**config.mk**
```make
export PLATFORM = sky130hd
export DESIGN_NAME = panel_switch_debounce_dispatch
export DESIGN_NICKNAME = d
export VERILOG_FILES = /design/src/rtl/psdd_pkg.sv /design/src/rtl/psdd_debounce.sv /design/src/rtl/panel_switch_debounce_dispatch.sv
export SDC_FILE = /design/constraint.sdc
export NUM_CORES = 1
export LEC_CHECK = 0
export BUFFER_PORTS_ARGS = -buffer_cell sky130_fd_sc_hd__buf_2
export CAP_MARGIN = 20
export CORE_MARGIN = 4
export CORE_UTILIZATION = 55
export CTS_BUF_LIST = sky130_fd_sc_hd__clkbuf_8
export DETAILED_ROUTE_END_ITERATION = 12
export PLACE_DENSITY = 0.77
export SYNTH_ARGS = -nofsm -noshare
export SYNTH_HDL_FRONTEND = slang
export SYNTH_HIERARCHICAL = 1
export SYNTH_SLANG_ARGS = --single-unit
export TNS_END_PERCENT = 50
```
**constraint.sdc**
```tcl
create_clock -name clk -period 4.5 [get_ports clk]
set_input_delay 0.225 -clock clk [delete_from_list [all_inputs] [get_ports clk]]
set_output_delay 0.225 -clock clk [all_outputs]
set_load 0.005 [all_outputs]
```
**src/rtl/psdd_pkg.sv**
```systemverilog
// ----------------------------------------------------------------------------
// Panel switch dispatch package
// Shared constants, key slot indexes and key status type.
// ----------------------------------------------------------------------------
package psdd_pkg;

  localparam int unsigned NKEYS        = 12;
  localparam int unsigned SETTLE_SCANS = 8;
  localparam int unsigned REPEAT_SCALE = 16;
  localparam int unsigned CNT_W        = 4;
  localparam int unsigned RPT_W        = 9;
  localparam int unsigned RATE_W       = 4;
  localparam int unsigned ADDR_W       = 18;
  localparam int unsigned DEV_W        = 9;
  localparam int unsigned ROW_W        = 16;
  localparam int unsigned MODE_W       = 10;
  // Repeat reload product width: (rate + 1) * REPEAT_SCALE
  localparam int unsigned PROD_W       = RATE_W + 1 + $clog2(REPEAT_SCALE + 1);

  localparam logic [CNT_W-1:0]  SETTLE_LOAD = CNT_W'(SETTLE_SCANS & 'hF);
  localparam logic [ADDR_W-1:0] DEV_MASK    = ADDR_W'('o774);
  localparam logic [RPT_W-1:0]  RPT_MAX     = '1;

  // Key slots
  localparam int unsigned K_EXAM_THIS = 1;
  localparam int unsigned K_EXECUTE   = 2;
  localparam int unsigned K_RESET     = 3;
  localparam int unsigned K_STOP      = 4;
  localparam int unsigned K_CONTINUE  = 5;
  localparam int unsigned K_READIN    = 7;
  localparam int unsigned K_DEP_NEXT  = 10;
  localparam int unsigned K_DEP_THIS  = 11;

  // Row 2 control bits
  localparam int unsigned R2_REPEAT = 5;
  localparam int unsigned R2_MAINT  = 7;

  typedef logic [NKEYS-1:0] key_vec_t;

  // Debounced key status handed from the filter to the dispatcher
  typedef struct packed {
    key_vec_t level;
    key_vec_t pending;
  } key_stat_t;

endpackage

```
**src/rtl/psdd_debounce.sv**
```systemverilog
// ----------------------------------------------------------------------------
// Panel switch debounce filter
// Per-key settle counters; reports new levels and armed edge events.
// ----------------------------------------------------------------------------
module psdd_debounce (
  input  logic              clk,
  input  logic              rst_n,
  input  logic              scan_en,
  input  psdd_pkg::key_vec_t raw_keys,
  input  psdd_pkg::key_vec_t pending_in,
  output psdd_pkg::key_stat_t stat
);
  import psdd_pkg::*;

  key_vec_t         level_r, level_nxt;
  key_vec_t         last_r, last_nxt;
  logic [CNT_W-1:0] cnt_r [NKEYS];
  logic [CNT_W-1:0] cnt_nxt [NKEYS];

  always_comb begin
    level_nxt   = level_r;
    last_nxt    = last_r;
    stat.pending = pending_in;
    for (int k = 0; k < NKEYS; k++) begin
      cnt_nxt[k] = cnt_r[k];
      if (level_r[k] != raw_keys[k]) begin
        level_nxt[k]    = raw_keys[k];
        cnt_nxt[k]      = SETTLE_LOAD;
        stat.pending[k] = 1'b0;
      end else if (cnt_r[k] != '0) begin
        cnt_nxt[k] = cnt_r[k] - 1'b1;
      end else begin
        // settled: arm an event on a change of accepted level
        if (last_r[k] != level_r[k]) stat.pending[k] = 1'b1;
        last_nxt[k] = level_r[k];
      end
    end
    stat.level = level_nxt;
  end

  always_ff @(posedge clk) begin
    if (!rst_n) begin
      level_r <= '0;
      last_r  <= '0;
      for (int k = 0; k < NKEYS; k++) cnt_r[k] <= '0;
    end else if (scan_en) begin
      level_r <= level_nxt;
      last_r  <= last_nxt;
      for (int k = 0; k < NKEYS; k++) cnt_r[k] <= cnt_nxt[k];
    end
  end

endmodule

```
**src/rtl/panel_switch_debounce_dispatch.sv**
```systemverilog
// Each accepted scan loads the result register and shows its result in the next cycle.
// One scan per cycle unless a result stalls; the key update: one shallow pass over 12 slots.
// in_ready is high whenever the result register is empty or being drained this cycle.
// Reset (rst_n low, synchronous): all key, repeat and latch state clears; no result pending.
// ----------------------------------------------------------------------------
// Panel switch debounce and dispatch
// Debounces front-panel keys, runs auto-repeat and turns key events into
// maintenance settings or run-time request pulses, one result per scan.
// ----------------------------------------------------------------------------
module panel_switch_debounce_dispatch (
  input  logic                        clk,
  input  logic                        rst_n,
  input  logic                        in_valid,
  output logic                        in_ready,
  input  logic [psdd_pkg::ROW_W-1:0]  in_row_two_bits,
  input  logic [psdd_pkg::ROW_W-1:0]  in_row_three_bits,
  input  logic [psdd_pkg::ROW_W-1:0]  in_row_four_bits,
  input  logic                        in_cpu_running,
  output logic                        out_valid,
  input  logic                        out_ready,
  output logic                        out_examine_pulse,
  output logic                        out_execute_pulse,
  output logic                        out_stop_pulse,
  output logic                        out_deposit_pulse,
  output logic                        out_power_off_pulse,
  output logic                        out_clear_indicator,
  output logic [psdd_pkg::ADDR_W-1:0] out_address_latched,
  output logic [psdd_pkg::DEV_W-1:0]  out_readin_device,
  output logic [psdd_pkg::RATE_W-1:0] out_repeat_rate,
  output logic                        out_indicator_disabled,
  output logic [psdd_pkg::NKEYS-1:0]  out_pending_keys,
  output logic [psdd_pkg::MODE_W-1:0] out_mode_bits
);
  import psdd_pkg::*;

  // ---- handshake -----------------------------------------------------------
  logic scan_en;
  logic out_valid_r;

  assign in_ready = !out_valid_r || out_ready;
  assign scan_en  = in_valid && in_ready;

  // ---- persistent state ----------------------------------------------------
  key_vec_t          pending_r, pending_nxt;
  logic [RPT_W-1:0]  rpt_r, rpt_nxt;
  logic [RATE_W-1:0] rate_r, rate_nxt;
  logic              ind_off_r, ind_off_nxt;
  logic [DEV_W-1:0]  dev_r, dev_nxt;
  logic [ADDR_W-1:0] addr_r, addr_nxt;

  // Keys 0-7 come from row 4, deposit keys from row 2; slots 8 and 9 are
  // never wired and simply stay idle.
  key_vec_t  raw_keys;
  key_stat_t kstat;

  assign raw_keys = {in_row_two_bits[11:10], 2'b00, in_row_four_bits[7:0]};

  psdd_debounce u_debounce (
    .clk        (clk),
    .rst_n      (rst_n),
    .scan_en    (scan_en),
    .raw_keys   (raw_keys),
    .pending_in (pending_r),
    .stat       (kstat)
  );

  // ---- dispatch ------------------------------------------------------------
  logic              maint, repeat_on;
  logic [ADDR_W-1:0] addr_in;
  key_vec_t          maint_hit, pend_m, pend_r2, run_hit;
  logic [RPT_W-1:0]  rpt_dec;
  logic [PROD_W-1:0] reload_wide;
  logic              exam_p, exec_p, stop_p, dep_p, pwr_p, clr_p;

  assign maint     = in_row_two_bits[R2_MAINT];
  assign repeat_on = in_row_two_bits[R2_REPEAT];
  // Row 4 address bits sit in the top two bits of the word
  assign addr_in   = {in_row_three_bits, in_row_four_bits[15:14]};

  always_comb begin
    rate_nxt    = rate_r;
    ind_off_nxt = ind_off_r;
    dev_nxt     = dev_r;
    addr_nxt    = addr_r;
    exam_p      = 1'b0;
    exec_p      = 1'b0;
    stop_p      = 1'b0;
    dep_p       = 1'b0;
    pwr_p       = 1'b0;
    clr_p       = 1'b0;

    // Maintenance mode: events become settings, every hit key is consumed
    maint_hit = maint ? (kstat.pending & kstat.level) : '0;
    pend_m    = kstat.pending & ~maint_hit;
    if (maint_hit[K_READIN]) dev_nxt = DEV_W'(addr_in & DEV_MASK);
    if (maint_hit[K_CONTINUE]) begin
      ind_off_nxt = !ind_off_r;
      if (!ind_off_r) clr_p = 1'b1;
    end
    if (maint_hit[K_STOP]) begin
      stop_p = 1'b1;
      pwr_p  = 1'b1;
    end
    if (maint_hit[K_EXAM_THIS]) rate_nxt = addr_in[ADDR_W-1 -: RATE_W];
    if (!maint) addr_nxt = addr_in;

    // Auto-repeat: on expiry every key re-arms from its level
    rpt_dec = rpt_r;
    pend_r2 = pend_m;
    if (rpt_r != '0) begin
      rpt_dec = rpt_r - 1'b1;
      if (rpt_dec == '0) pend_r2 = kstat.level;
    end

    // Running: request pulses; reset key stays armed so stop repeats
    run_hit     = in_cpu_running ? (pend_r2 & kstat.level) : '0;
    reload_wide = PROD_W'({1'b0, rate_nxt} + 1'b1) * PROD_W'(REPEAT_SCALE);
    rpt_nxt     = rpt_dec;
    if ((run_hit != '0) && repeat_on) begin
      rpt_nxt = (reload_wide > PROD_W'(RPT_MAX)) ? RPT_MAX : RPT_W'(reload_wide);
    end
    if (run_hit[K_EXAM_THIS]) begin
      exam_p = 1'b1;
      clr_p  = 1'b1;
    end
    if (run_hit[K_EXECUTE]) exec_p = 1'b1;
    if (run_hit[K_RESET] || run_hit[K_STOP]) stop_p = 1'b1;
    if (run_hit[K_DEP_THIS]) begin
      dep_p = 1'b1;
      clr_p = 1'b1;
    end
    pending_nxt            = pend_r2 & ~run_hit;
    pending_nxt[K_RESET]   = pend_r2[K_RESET];
  end

  // ---- state registers -----------------------------------------------------
  always_ff @(posedge clk) begin
    if (!rst_n) begin
      pending_r <= '0;
      rpt_r     <= '0;
      rate_r    <= '0;
      ind_off_r <= 1'b0;
      dev_r     <= '0;
      addr_r    <= '0;
    end else if (scan_en) begin
      pending_r <= pending_nxt;
      rpt_r     <= rpt_nxt;
      rate_r    <= rate_nxt;
      ind_off_r <= ind_off_nxt;
      dev_r     <= dev_nxt;
      addr_r    <= addr_nxt;
    end
  end

  // ---- result register -----------------------------------------------------
  always_ff @(posedge clk) begin
    if (!rst_n) begin
      out_valid_r <= 1'b0;
    end else if (scan_en) begin
      out_valid_r <= 1'b1;
    end else if (out_ready) begin
      out_valid_r <= 1'b0;
    end
  end

  // Payload needs no reset; it loads with each accepted transaction
  always_ff @(posedge clk) begin
    if (scan_en) begin
      out_examine_pulse      <= exam_p;
      out_execute_pulse      <= exec_p;
      out_stop_pulse         <= stop_p;
      out_deposit_pulse      <= dep_p;
      out_power_off_pulse    <= pwr_p;
      out_clear_indicator    <= clr_p;
      out_address_latched    <= addr_nxt;
      out_readin_device      <= dev_nxt;
      out_repeat_rate        <= rate_nxt;
      out_indicator_disabled <= ind_off_nxt;
      out_pending_keys       <= pending_nxt;
      out_mode_bits          <= in_row_two_bits[MODE_W-1:0];
    end
  end

  assign out_valid = out_valid_r;

endmodule

```
# Word level (Yosys, flattened, before mapping)

Memory sizes are Yosys's and may differ from the RTL's.
Index checks and enable logic that the tools add are counted.

Bits in registers: 134
Memory bits (writable): 48
Input bits: 53
Output and inout bits: 62
Word-level logic and storage cells: 236
Memories kept: 1

Memory list:

| memory           | depth | width | rd ports | clocked after memory_dff | write ports | line                | RTL |
|---|---|---|---|---|---|---|---|
| u_debounce.cnt_r | 12    | 4     | 12       | 0                        | 12          | psdd_debounce.sv:17 | `logic [CNT_W-1:0] cnt_r [NKEYS];` |

Add/sub/neg operators: 14
$lt $le $gt $ge: 1
Equality and inequality tests: 20
Muxes and demuxes: 97
Bitwise logic cells: 38
Reductions and logical operators: 35

Operator list:

| kind                  | number |
|---|---|
| $mux W4               | 35 |
| $mux W1               | 53 |
| $and A12 B12 Y12      | 4 |
| $mux W12              | 4 |
| $reduce_bool A4 Y1    | 12 |
| $sub A4 B1 Y4 const B | 12 |
| $mux W9               | 4 |
| $reduce_and A3 Y1     | 10 |
| $not A12 Y12          | 2 |
| $ne A1 B1 Y1          | 20 |
| $not A1 Y1            | 20 |
| $mux W18              | 1 |
| $or A1 B1 Y1          | 12 |
| $reduce_bool A12 Y1   | 1 |
| $gt A9 B9 Y1 const B  | 1 |
| $logic_not A9 Y1      | 1 |
| $reduce_bool A9 Y1    | 1 |
| $sub A9 B1 Y9 const B | 1 |
| $add A4 B1 Y5 const B | 1 |
| $reduce_bool A2 Y1    | 2 |
| $logic_and A1 B1 Y1   | 2 |
| $logic_not A1 Y1      | 2 |
| $logic_or A1 B1 Y1    | 2 |
| $reduce_and A2 Y1     | 1 |
| $reduce_or A2 Y1      | 1 |

# Logic depth before layout (Yosys ltp)

Gate-level depths: netlist of run 1.

Word-level depth: 16
Mapped depth: 12

# Modules after synthesis

Netlist of run 1, hierarchy kept.

By module, submodules not included:

| module                         | instances | cells each | area each (sq um) |
|---|---|---|---|
| panel_switch_debounce_dispatch | 1         | 467        | 5102.4 |
| psdd_debounce                  | 1         | 394        | 4194.0 |

# Worst setup path after synthesis of run 1

No wires, ideal clock.

Kind: register to register
Start: reg out_valid_r (netlist: out_valid)
End: mem u_debounce.cnt_r[8][0] (netlist: u_debounce/cnt_r[2][0]), enable pin
Library setup time: 0.361 ns
Arrival: 3.596 ns
Path slack: 0.543 ns
Stages on the path, launching flop included: 9
Buffers on the path: 3
Period minus slack after synthesis: 3.957 ns
Cell sequence: dfxtp_1 nand2b_1 nand2_1 clkinv_1 clkbuf_1 buf_4 inv_2 buf_4 o21ai_0

RTL lines:

| what                   | line                                  | RTL |
|---|---|---|
| from (decl)            | panel_switch_debounce_dispatch.sv:38  | `logic out_valid_r;` |
| from (signal assigned) | panel_switch_debounce_dispatch.sv:158 | `out_valid_r <= 1'b0;` |
| from (signal assigned) | panel_switch_debounce_dispatch.sv:160 | `out_valid_r <= 1'b1;` |
| from (signal assigned) | panel_switch_debounce_dispatch.sv:162 | `out_valid_r <= 1'b0;` |
| to (decl)              | psdd_debounce.sv:17                   |  |

==> insert_results.sql, run 1 <==
INSERT INTO impl_metrics (metric_group, metric, value, unit) VALUES
('place', 'post_dp_cell_area', '9930', 'sq um'),
('clock_tree', 'clock_tree_from_tritoncts', 'built', ''),
('power', 'seq_power_share', '50.7', '%'),
('route', 'remaining_drc_errors', '0', ''),
('timing', 'final_report_max_slew_violation_count', '0', ''),
('floorplan', 'std_cell_rows', '47', ''),
('route', 'routedWlPerCell', '15.8', 'um'),
('synthesis', 'synthesis.yosys.warnings', '6', ''),
('final_layout', 'design.final.nets', '1072', ''),
('clock_tree', 'number_of_setup_buffers_added_after_cts', '0', ''),
('grt', 'grt_first_pass_wirelength', '31.4', 'mm'),
('final_layout', 'layout-area-overhead-vs-synth', '12.6', '%'),
('clock_tree', 'clock-root-buffer', 'clkbuf_8', ''),
('power', 'cellLeakagePower', '4.60', 'nW'),
('power', 'vdd.ir_drop.worst', '0.226', 'mV'),
('clock_tree', 'cts_resized', '0', ''),
('synthesis', 'synth_cell_type_count', '64', ''),
('timing', 'grt_setup_unrepaired', 'false', ''),
('outcome', 'outcome', 'finished clean', ''),
('clock_tree', 'path_clk_slew', '110', 'ps'),
('timing', 'hold_viol', '0', ''),
('setup_path', 'crit_slowest_cell', 'or3_1', ''),
('final_layout', 'seqCellArea', '4800', 'sq um'),
('power', 'p_int', '2.81', 'mW'),
('route', 'detailroute.wirelength.met2', '9.00', 'mm'),
('worst_hold_path', 'worstHoldPathType', 'primary input to register', ''),
('floorplan', 'die-area', '19000', 'sq um'),
('grt', 'vias_in_the_first_global_route', '6436', ''),
('place', 'placement.io_buffers', '104', ''),
('floorplan', 'die_y', '138', 'um'),
('route', 'detailed_route_wire_length', '18.9', 'mm'),
('setup_path', 'critical_path_peak_fanout', '17', ''),
('floorplan', 'placeableCoreArea', '16600', 'sq um'),
('synthesis', 'postSynth.asyncResetShare', '0', '%'),
('power', 'post-layout-total-power', '4.14', 'mW'),
('final_layout', 'postLayoutCellArea', '10500', 'sq um'),
('setup_path', 'worst_path_max_stage_delay', '410', 'ps'),
('timing', 'achievable-frequency', '343', 'MHz'),
('synthesis', 'postSynth.topFlopCell', 'edfxtp_1', ''),
('power', 'power_frac_clock', '25.9', '%'),
('route', 'final_antenna_net_count', '0', ''),
('final_layout', 'insertedDiodeCount', '0', ''),
('setup_path', 'timing.critical_path.to_type', 'register', ''),
('timing', 'post-route-min-period', '2920', 'ps'),
('synthesis', 'synth_edf_count', '108', ''),
('route', 'detailroute.wirelength.met3', '1.07', 'mm'),
('final_layout', 'leading_cell_type_in_the_layout_fill_and_taps_excluded', 'nand2_1', ''),
('setup_path', 'worst_setup_path_start_kind', 'register', ''),
('power', 'power.share.switching', '32.1', '%'),
('final_layout', 'footprint_of_the_multi_input_gates', '4060', 'sq um'),
('clock_tree', 'cts_made_buffers', '17', ''),
('clock_tree', 'max-clock-path-buffers', '2', ''),
('synthesis', 'synth.ff_latch_count', '186', ''),
('setup_path', 'path_cells', 'inv_1 -> ha_1 -> and4bb_1 -> a22o_1 -> a222oi_1 -> and3_1 -> a311o_1 -> o31ai_4 -> or3_1 -> a31oi_1', ''),
('power', 'power_switching', '1.33', 'mW'),
('grt', 'grt.overflow.total', '0', ''),
('timing', 'worst_hold_slack', '26.8', 'ps'),
('clock_tree', 'worst_skew_pair.late_latency', '480', 'ps'),
('place', 'dp.final_hpwl', '13.0', 'mm'),
('power', 'power_density', '395', 'nW/um^2'),
('timing', 'setup-tns-final', '0', 'ps'),
('route', 'dr.pass1.iters', '5', ''),
('synthesis', 'synth_cells', '861', ''),
('route', 'detailedRoute.firstIterationViolations', '401', ''),
('setup_path', 'critPathKind', 'register to register', ''),
('setup_path', 'arrival', '3310', 'ps'),
('synthesis', 'synth-seq-area-share', '51.7', '%'),
('clock_tree', 'ctsHtreeMaxLevel', '4', ''),
('grt', 'maximum_number_of_pins_on_one_net_before_global_route_repair', '86', ''),
('final_layout', 'fill_cells', '1340', ''),
('setup_path', 'worst_ep_required_time', '4890', 'ps');
==> logic make-up (layout without fill, tap and decap cells) <==
kind of cell               after synthesis  in the layout  share of synthesized area, %
muxes                                   34             34                          4.01
AOI/OAI and AO/OA                      168            168                          13.8
other                                    1              4                        0.0403
and+or+nand+nor                        278            278                          14.8
DFF                                    186            186                          51.7
adders and majority gates               53             53                          7.13
xor gates and xnor gates                41             41                          3.86
buffers and inverters                  100            215                          4.76
==> state kept, by name, indices dropped and copies added (netlist names), 4 cells and up <==
register,cells
out_readin_device,9
out_mode_bits,10
out_repeat_rate,4
u_debounce/level_r,12
dev_r,9
out_pending_keys,12
u_debounce/cnt_r,48
pending_r,12
out_address_latched,18
addr_r,18
rpt_r,9
rate_r,4
u_debounce/last_r,12
==> cell usage after synthesis, types with 3 or more instances <==
cell	count	area share, %
nor3_1	15	0.81
nor3_2	3	0.32
and4bb_1	10	1.3
a31oi_1	4	0.27
a21boi_0	27	2.2
nand2b_1	6	0.40
or2_2	14	0.94
inv_1	55	2.2
buf_2	8	0.43
a22o_1	10	0.94
buf_4	11	0.89
nand3_1	6	0.32
a21oi_1	37	2.0
edfxtp_1	108	35
xnor2_1	28	2.6
nor2b_1	11	0.74
o22ai_1	4	0.27
o21ai_0	19	1.0
mux2i_1	8	0.86
nor2_1	63	2.5
a41o_1	10	1.1
nor4_1	4	0.27
o32ai_1	8	0.75
o2bb2ai_1	3	0.28
and3_1	6	0.40
mux2_2	26	3.1
clkbuf_1	19	0.77
nor4b_1	3	0.28
and2_1	4	0.27
xor2_1	13	1.2
nor3b_1	8	0.65
a22oi_1	4	0.32
ha_1	53	7.1
dfxtp_1	78	17
nand2_1	117	4.7
o21a_1	3	0.24
o211a_1	19	2.0
==> layer usage <==
layer / vias to the layer above / GRT usage [%]
li1: 3262 / -
met1: 3096 / 25.6
met2: 181 / 33.4
met3: 33 / 4.52
met4: 0 / 7.23
met5: - / 0
==> through the flow <==
step	worst slack, ps	std cells
4_1_cts	1590	1198
2_1_floorplan	543	864
3_5_place_dp	1640	1152
6_report	1580	1199
5_1_grt	1360	1199
3_3_place_gp	1670	1152
==> critical path: cells and delay by family (launching register included) <==
kind	cells	cell delay, ps
buffers and inverters	1	80
and+or+nand+nor	3	870
AOI/OAI and AO/OA	5	1180
adders and majority gates	1	330
DFF	1	400
==> worst paths after layout <==
check / start / end / slack, ps / depth (start not counted)
worst max-delay path: u_debounce/level_r[2]$_SDFFE_PN0P_ / rpt_r[7]$_SDFFE_PN0P_ / 1580 / 10
worst min-delay path: in_row_three_bits[0] / dev_r[2]$_SDFFE_PN0P_ / 30 / 3
worst max register to register: u_debounce/level_r[2]$_SDFFE_PN0P_ / rpt_r[7]$_SDFFE_PN0P_ / 1580 / 10
worst min register to register: addr_r[4]$_SDFFE_PN0P_ / addr_r[4]$_SDFFE_PN0P_ / 460 / 2
==> area by class of cell <==
| class | instances | area share [%] |
|---|---|---|
| flip-flops and latches | 186 | 45.9 |
| multi-input cells | 578 | 38.8 |
| repair buffers | 126 | 6.91 |
| well taps | 220 | 2.63 |
| clock buffers | 17 | 2.23 |
| inverters | 57 | 2.07 |
| clock inverters | 15 | 1.49 |
==> power by group through the flow <==
stage,combinational [mW],sequential [mW],clock [mW]
floorplan,0.761,2.10,0
global placement,0.927,2.13,0
detailed placement,0.951,2.13,0
CTS,0.972,2.10,1.10
global route,1.09,2.12,1.18
finish,0.973,2.10,1.07
Power figures use the tool's default switching activity.
==> inputs of run 2 (changes only) <==
==> constraint.sdc (replaced) <==
create_clock -name clk -period 2.88 [get_ports clk]
set_input_delay 0.144 -clock clk [delete_from_list [all_inputs] [get_ports clk]]
set_output_delay 0.144 -clock clk [all_outputs]
set_load 0.005 [all_outputs]
==> run 2 against run 1 <==
  * Wire length increased by 2.2%
  * Power rose by 58%
  * Clock-buffer cell count did not move
  * Cell area grew 2.2%
  * Flip-flop and latch count is the same
  * First-iteration DRC count increased by 8.2%
  * Core utilization up 1.4 points
  * Sequential share of layout area is 0.94 points lower
  * Maximum frequency rose by 4.4%
  * Clock skew decreased by 1.8 ps
  * Via count grew 1.8%
==> insert_results.sql, run 2 (synthesis gave the netlist of run 1 again) <==
INSERT INTO impl_metrics (metric_group, metric, value, unit) VALUES
('final_layout', 'design.final.nets', '1093', ''),
('timing', 'post-route-min-period', '2790', 'ps'),
('grt', 'grt_first_pass_wirelength', '32.1', 'mm'),
('final_layout', 'max_reg_flops', '48', ''),
('worst_hold_path', 'worstHoldEndpoint', 'out_address_latched[16]$_DFFE_PP_', ''),
('place', 'dp.final_hpwl', '13.2', 'mm'),
('setup_path', 'worst_ep_required_time', '3300', 'ps'),
('clock_tree', 'worst_skew_pair.late_latency', '470', 'ps'),
('power', 'post-layout-total-power', '6.56', 'mW'),
('timing', 'hold_viol', '0', ''),
('final_layout', 'fill_cells', '1301', ''),
('clock_tree', 'ctsHtreeMaxLevel', '4', ''),
('grt', 'grt.overflow.total', '0', ''),
('final_layout', 'layout-area-overhead-vs-synth', '15.0', '%'),
('clock_tree', 'cts_made_buffers', '17', ''),
('setup_path', 'timing.critical_path.to_type', 'register', ''),
('setup_path', 'critical_path_peak_fanout', '8', ''),
('timing', 'slew_headroom', '56.3', '%'),
('final_layout', 'layout.core_utilization', '64.5', '%'),
('grt', 'vias_in_the_first_global_route', '6518', ''),
('clock_tree', 'number_of_sinks_driven_by_the_clock_tree', '186', ''),
('route', 'routedWlPerCell', '15.9', 'um'),
('place', 'finalWeightedCongestion', '0.842', ''),
('setup_path', 'r2r_setup_slk', '90', 'ps'),
('outcome', 'outcome', 'finished clean', ''),
('grt', 'antenna_found_initial', '0', ''),
('setup_path', 'worst-r2r-cell-count', '11', ''),
('floorplan', 'ioPinCount', '115', ''),
('timing', 'setup_viol', '0', ''),
('clock_tree', 'clock_tree_from_tritoncts', 'built', ''),
('timing', 'achievable-frequency', '358', 'MHz'),
('timing', 'worst_slew_pin_slew', '655', 'ps'),
('final_layout', 'leading_cell_type_in_the_layout_fill_and_taps_excluded', 'nand2_1', ''),
('final_layout', 'layout_top_registers', 'u_debounce/cnt_r: 48 flops, addr_r: 18 flops, out_address_latched: 18 flops', ''),
('floorplan', 'std_cell_rows', '47', ''),
('setup_path', 'critPathKind', 'register to register', ''),
('final_layout', 'mostFrequentLayoutCells', 'nand2_1 (117), edfxtp_1 (108), buf_2 (104)', ''),
('final_layout', 'insertedDiodeCount', '0', ''),
('floorplan', 'placeableCoreArea', '16600', 'sq um'),
('route', 'vias', '6691', ''),
('clock_tree', 'path_clk_slew', '100', 'ps'),
('floorplan', 'initial_utilization', '56.1', '%'),
('floorplan', 'fp.dieW', '138', 'um'),
('power', 'power_density', '613', 'nW/um^2'),
('route', 'detailed_route_wire_length', '19.3', 'mm'),
('timing', 'worst_clock_skew', '17.5', 'ps'),
('final_layout', 'final_layout_size_suffix_gt1_share', '21.4', '%'),
('timing', 'final_report_max_slew_violation_count', '0', ''),
('setup_path', 'crit-reg2reg-capture', 'rpt_r[2]$_SDFFE_PN0P_', ''),
('timing', 'grt_setup_unrepaired', 'true', ''),
('route', 'detailedRoute.firstIterationViolations', '434', ''),
('grt', 'maximum_number_of_pins_on_one_net_before_global_route_repair', '76', ''),
('timing', 'period_share', '97.0', '%'),
('floorplan', 'die-area', '19000', 'sq um'),
('clock_tree', 'clock-root-buffer', 'clkbuf_8', ''),
('route', 'vias_per_cell', '5.48', ''),
('route', 'final_antenna_net_count', '0', ''),
('place', 'placement.io_buffers', '104', ''),
('setup_path', 'reg2reg_from', 'u_debounce/level_r[2]$_SDFFE_PN0P_', ''),
('worst_hold_path', 'cell_depth_of_the_worst_hold_path', '2', ''),
('run', 'max-cap-violations', '0', ''),
('setup_path', 'arrival', '3210', 'ps'),
('power', 'cellLeakagePower', '4.70', 'nW'),
('route', 'remaining_drc_errors', '0', ''),
('setup_path', 'worst_setup_path_start_kind', 'register', ''),
('worst_hold_path', 'worstHoldPathType', 'primary input to register', ''),
('power', 'vdd.ir_drop.worst', '0.348', 'mV'),
('worst_hold_path', 'min_from', 'in_row_three_bits[14]', ''),
('final_layout', 'registers.top_by_ff_count', 'u_debounce/cnt_r', ''),
('route', 'dr.pass1.iters', '5', ''),
('clock_tree', 'max-clock-path-buffers', '2', ''),
('grt', 'global_route.usage.total', '20.3', '%'),
('floorplan', 'die_y', '138', 'um');
-- run 2: cell types whose count changed in the layout (fill, tap and decap cells not counted), sizes merged --
cell / change
clkinvlp: -1
inv: +2
dlygate4sd3: +11
buf: +10
clkinv: -1
-- run 2: metrics by stage --
stage,hold WS (ps),setup slack (ps),area [sq um],TNS (ps),instances
3_5_place_dp,324,99.3,10000,0,1159
5_1_grt,10.7,-33.5,10700,-33.5,1220
2_1_floorplan,243,354,9310,0,864
4_1_cts,8.55,79.5,10700,0,1217
3_3_place_gp,321,157,10000,0,1159
6_report,31.5,86.4,10700,0,1220
-- run 2: layout make-up --
cell class                 instances  area (sq um)  area share, %
clock buffer                      17           234           2.19
clock inverter                    15           153           1.43
inverter                          57           216           2.02
multi-input combinational        578          4080           38.1
sequential                       186          4810           44.9
tap                              220           275           2.57
timing repair buffer             147           933           8.73
-- run 2: worst max-delay path, stage by stage, from the launching register on --
cell and delay (ps):
dfxtp_2 370, inv_1 60, ha_1 320, and4bb_1 250, a22o_1 210, a222oi_1 340
and3_1 200, a311o_1 230, o31ai_4 150, buf_4 170, nor4b_1 290, o21a_1 160
-- run 2: report_power, final --
part / internal (mW) / leakage (nW) / switching, mW / total, mW
combinational: 0.713 / 2.74 / 0.859 / 1.57
clock: 0.648 / 0.199 / 1.06 / 1.70
sequential: 3.08 / 1.76 / 0.199 / 3.28
total: 4.44 / 4.70 / 2.11 / 6.56
-- run 2: worst max-delay path by stage --
stage / end / slack [ps] / startpoint / cells after the start
floorplan: u_debounce/cnt_r[2][0]$_SDFFCE_PP0P_ / 350 / out_valid$_SDFFE_PN0P_ / 8
global placement: rpt_r[6]$_SDFFE_PN0P_ / 160 / rpt_r[1]$_SDFFE_PN0P_ / 11
detailed placement: rpt_r[5]$_SDFFE_PN0P_ / 100 / rpt_r[1]$_SDFFE_PN0P_ / 11
CTS: rpt_r[5]$_SDFFE_PN0P_ / 80 / u_debounce/level_r[1]$_SDFFE_PN0P_ / 11
global route: rpt_r[2]$_SDFFE_PN0P_ / -30 / u_debounce/level_r[2]$_SDFFE_PN0P_ / 11
finish: rpt_r[2]$_SDFFE_PN0P_ / 90 / u_debounce/level_r[2]$_SDFFE_PN0P_ / 11
-- run 2: routing by layer --
metal	share of wire [%]	GRT usage, %	vias to the layer above
li1	-	-	3296
met1	46	26.7	3195
met2	48	34.0	172
met3	4.7	4.32	28
met4	1.4	6.24	0
met5	0	0	-
-- run 2: repair_timing --
action,4_1_cts,5_1_grt
resized for setup,0,7
endpoints found under the setup margin,0,10
buffers inserted,0,3
hold buffers,26,0
hold endpoints to repair,28,0
==> inputs of run 3 (changes only) <==
--- a/config.mk
+++ b/config.mk
@@ -9,7 +9,6 @@
 export CAP_MARGIN = 20
 export CORE_MARGIN = 4
 export CORE_UTILIZATION = 55
-export CTS_BUF_LIST = sky130_fd_sc_hd__clkbuf_8
 export DETAILED_ROUTE_END_ITERATION = 12
 export PLACE_DENSITY = 0.77
 export SYNTH_ARGS = -nofsm -noshare
==> run 3 against run 2 <==
  * Combinational power is essentially flat
  * Clock-buffer cell count unchanged
  * Register-to-register slack got worse by 40 ps
  * Core utilization up 0.56 points
  * Flip-flop and latch count unchanged
  * Power is 8.7% higher
  * Global-route usage about the same
  * Sequential power is essentially flat
  * Hold slack got worse by 21 ps
  * Sequential share of layout area down 0.40 points
  * Critical path type unchanged
  * Critical endpoint unchanged
==> insert_results.sql, run 3 (synthesis gave the netlist of run 1 again) <==
INSERT INTO impl_metrics (metric_group, metric, value, unit) VALUES
('outcome', 'outcome', 'finished clean', ''),
('floorplan', 'placeableCoreArea', '16600', 'sq um'),
('grt', 'grt_use_met1', '26.7', '%'),
('final_layout', 'max_reg_flops', '48', ''),
('clock_tree', 'clock-root-buffer', 'clkbuf_16', ''),
('floorplan', 'initial_utilization', '56.1', '%'),
('place', 'finalWeightedCongestion', '0.842', ''),
('final_layout', 'seqCellArea', '4810', 'sq um'),
('route', 'vias', '6632', ''),
('power', 'power_frac_clock', '31.9', '%'),
('grt', 'maximum_number_of_pins_on_one_net_before_global_route_repair', '76', ''),
('clock_tree', 'path_clk_slew', '70', 'ps'),
('setup_path', 'reg2reg_from', 'u_debounce/level_r[1]$_SDFFE_PN0P_', ''),
('grt', 'grt_first_pass_wirelength', '32.1', 'mm'),
('final_layout', 'final_layout_size_suffix_gt1_share', '21.5', '%'),
('route', 'remaining_drc_errors', '0', ''),
('setup_path', 'worst_setup_path_start_kind', 'register', ''),
('floorplan', 'ioPinCount', '115', ''),
('setup_path', 'critPathKind', 'register to register', ''),
('grt', 'global_route.usage.total', '20.3', '%'),
('clock_tree', 'max-clock-path-buffers', '2', ''),
('setup_path', 'critical_path_peak_fanout', '7', ''),
('timing', 'grt_setup_unrepaired', 'true', ''),
('place', 'placement.io_buffers', '104', ''),
('setup_path', 'critPathLaunch', 'u_debounce/level_r[1]$_SDFFE_PN0P_', ''),
('power', 'comb_power_share', '22.0', '%'),
('clock_tree', 'cts_made_buffers', '17', ''),
('clock_tree', 'worst_skew_pair.late_latency', '430', 'ps'),
('final_layout', 'mostFrequentLayoutCells', 'nand2_1 (117), edfxtp_1 (108), buf_2 (104)', ''),
('setup_path', 'crit_slowest_cell', 'dfxtp_1', ''),
('grt', 'grt.met3_usage', '4.83', '%'),
('clock_tree', 'ctsHtreeMaxLevel', '4', ''),
('setup_path', 'worst-r2r-cell-count', '11', ''),
('setup_path', 'path_cells', 'inv_1 -> ha_1 -> and4bb_1 -> a22o_1 -> a22oi_1 -> and3_1 -> a311o_1 -> o31ai_4 -> buf_4 -> nor4b_1 -> o21a_1', ''),
('route', 'routedWlPerCell', '15.9', 'um'),
('power', 'seq_power_share', '46.0', '%'),
('final_layout', 'registers.top_by_ff_count', 'u_debounce/cnt_r', ''),
('setup_path', 'worst_ep_required_time', '3260', 'ps'),
('floorplan', 'std_cell_rows', '47', ''),
('power', 'p_int', '4.94', 'mW'),
('clock_tree', 'number_of_sinks_driven_by_the_clock_tree', '186', ''),
('timing', 'slew_headroom', '56.7', '%'),
('floorplan', 'die_y', '138', 'um'),
('power', 'power_switching', '2.18', 'mW'),
('final_layout', 'layout_top_registers', 'u_debounce/cnt_r: 48 flops, addr_r: 18 flops, out_address_latched: 18 flops', ''),
('grt', 'vias_in_the_first_global_route', '6517', ''),
('final_layout', 'stdcell_count', '1211', ''),
('run', 'max-cap-violations', '0', ''),
('power', 'power_density', '660', 'nW/um^2'),
('setup_path', 'arrival', '3210', 'ps'),
('grt', 'use_met2', '33.8', '%'),
('floorplan', 'fp.dieW', '138', 'um'),
('floorplan', 'die-area', '19000', 'sq um'),
('timing', 'period_share', '98.4', '%'),
('setup_path', 'worst_path_max_stage_delay', '400', 'ps'),
('power', 'cellLeakagePower', '4.74', 'nW'),
('timing', 'worst_slew_pin_slew', '648', 'ps'),
('timing', 'achievable-frequency', '353', 'MHz'),
('route', 'dr.pass1.iters', '5', ''),
('setup_path', 'r2r_setup_slk', '40', 'ps'),
('route', 'detailedRoute.firstIterationViolations', '446', ''),
('final_layout', 'layout.core_utilization', '65.1', '%'),
('timing', 'setup-tns-final', '0', 'ps'),
('final_layout', 'footprint_of_the_multi_input_gates', '4080', 'sq um'),
('setup_path', 'timing.critical_path.to_type', 'register', ''),
('grt', 'antenna_found_initial', '0', ''),
('timing', 'final_report_max_slew_violation_count', '0', ''),
('power', 'power.share.switching', '30.6', '%'),
('route', 'vias_per_cell', '5.48', ''),
('clock_tree', 'clock_tree_from_tritoncts', 'built', ''),
('grt', 'grt.overflow.total', '0', ''),
('setup_path', 'crit-reg2reg-capture', 'rpt_r[2]$_SDFFE_PN0P_', ''),
('final_layout', 'design.final.nets', '1083', ''),
('setup_path', 'setup.worst_path.end', 'rpt_r[2]$_SDFFE_PN0P_', ''),
('place', 'dp.final_hpwl', '13.2', 'mm'),
('timing', 'worst_clock_skew', '12.2', 'ps'),
('timing', 'setup_viol', '0', ''),
('final_layout', 'leading_cell_type_in_the_layout_fill_and_taps_excluded', 'nand2_1', ''),
('timing', 'post-route-min-period', '2840', 'ps'),
('final_layout', 'layout-area-overhead-vs-synth', '16.0', '%'),
('timing', 'hold_viol', '0', ''),
('route', 'detailed_route_wire_length', '19.3', 'mm'),
('route', 'final_antenna_net_count', '0', ''),
('final_layout', 'fill_cells', '1285', ''),
('power', 'vdd.ir_drop.worst', '0.445', 'mV'),
('worst_hold_path', 'worstHoldPathType', 'primary input to register', ''),
('grt', 'top_usage_layer', 'met2', ''),
('place', 'dp.cells', '1159', '');
## run 3: worst min-delay path by stage
stage | to | slack (ps) | startpoint | cells after the start
after floorplan | out_mode_bits[0]$_DFFE_PP_ | 240 | in_row_two_bits[0] | 0
after global placement | out_mode_bits[8]$_DFFE_PP_ | 320 | in_row_two_bits[8] | 1
after detailed placement | out_mode_bits[1]$_DFFE_PP_ | 320 | in_row_two_bits[1] | 1
after CTS | dev_r[6]$_SDFFE_PN0P_ | 2 | in_row_three_bits[4] | 3
after global routing | dev_r[6]$_SDFFE_PN0P_ | 9 | in_row_three_bits[4] | 3
final | dev_r[6]$_SDFFE_PN0P_ | 10 | in_row_three_bits[4] | 3
## run 3: metrics by stage
step	area, sq um	total power [mW]	setup WS, ps	hold slack, ps
floorplan	9310	4.46	354	243
global placement	10000	4.81	157	321
detailed placement	10000	4.85	99.3	324
CTS	10700	7.14	57.2	2.10
global route	10800	7.50	-80.0	8.97
finish	10800	7.12	44.8	10.4
## run 3: area by class of cell
cell class              count  share of cell area [%]
diodes                      1                  0.0232
clock buffers              17                    3.94
clock inverters            15                    1.41
inverters                  57                    2.01
multi-input cells         578                    37.8
flip-flops and latches    186                    44.5
well taps                 220                    2.55
repair buffers            137                    7.72
## run 3: repair_timing
item                                    4_1_cts  5_1_grt
hold buffers                                 16        0
hold endpoints to repair                     16        0
resized for setup                             0        7
endpoints found under the setup margin        0        8
setup buffers                                 0        3
## run 3: layer usage
layer / wire length (um) / up-vias / share of wire (%)
met5: 0 / - / 0
li1: - / 3276 / -
met3: 1020 / 25 / 5.3
met4: 314 / 0 / 1.6
met2: 9150 / 192 / 47
met1: 8770 / 3139 / 46
## run 3: worst max-delay path, delay by kind of cell (launching register included)
| kind | cells | cell delay [ps] |
|---|---|---|
| AO/OA/AOI/OAI | 5 | 1010 |
| adder cells (fa/ha/maj) | 1 | 330 |
| buffers and inverters | 2 | 250 |
| flip-flops | 1 | 400 |
| AND/OR/NAND/NOR | 3 | 800 |
## run 3: power by group through the flow
stage	clock [mW]	sequential (mW)	combinational [mW]
3_3_place_gp	0	3.32	1.49
3_5_place_dp	0	3.33	1.52
5_1_grt	2.44	3.31	1.76
6_report	2.28	3.28	1.57
4_1_cts	2.31	3.28	1.55
2_1_floorplan	0	3.27	1.19
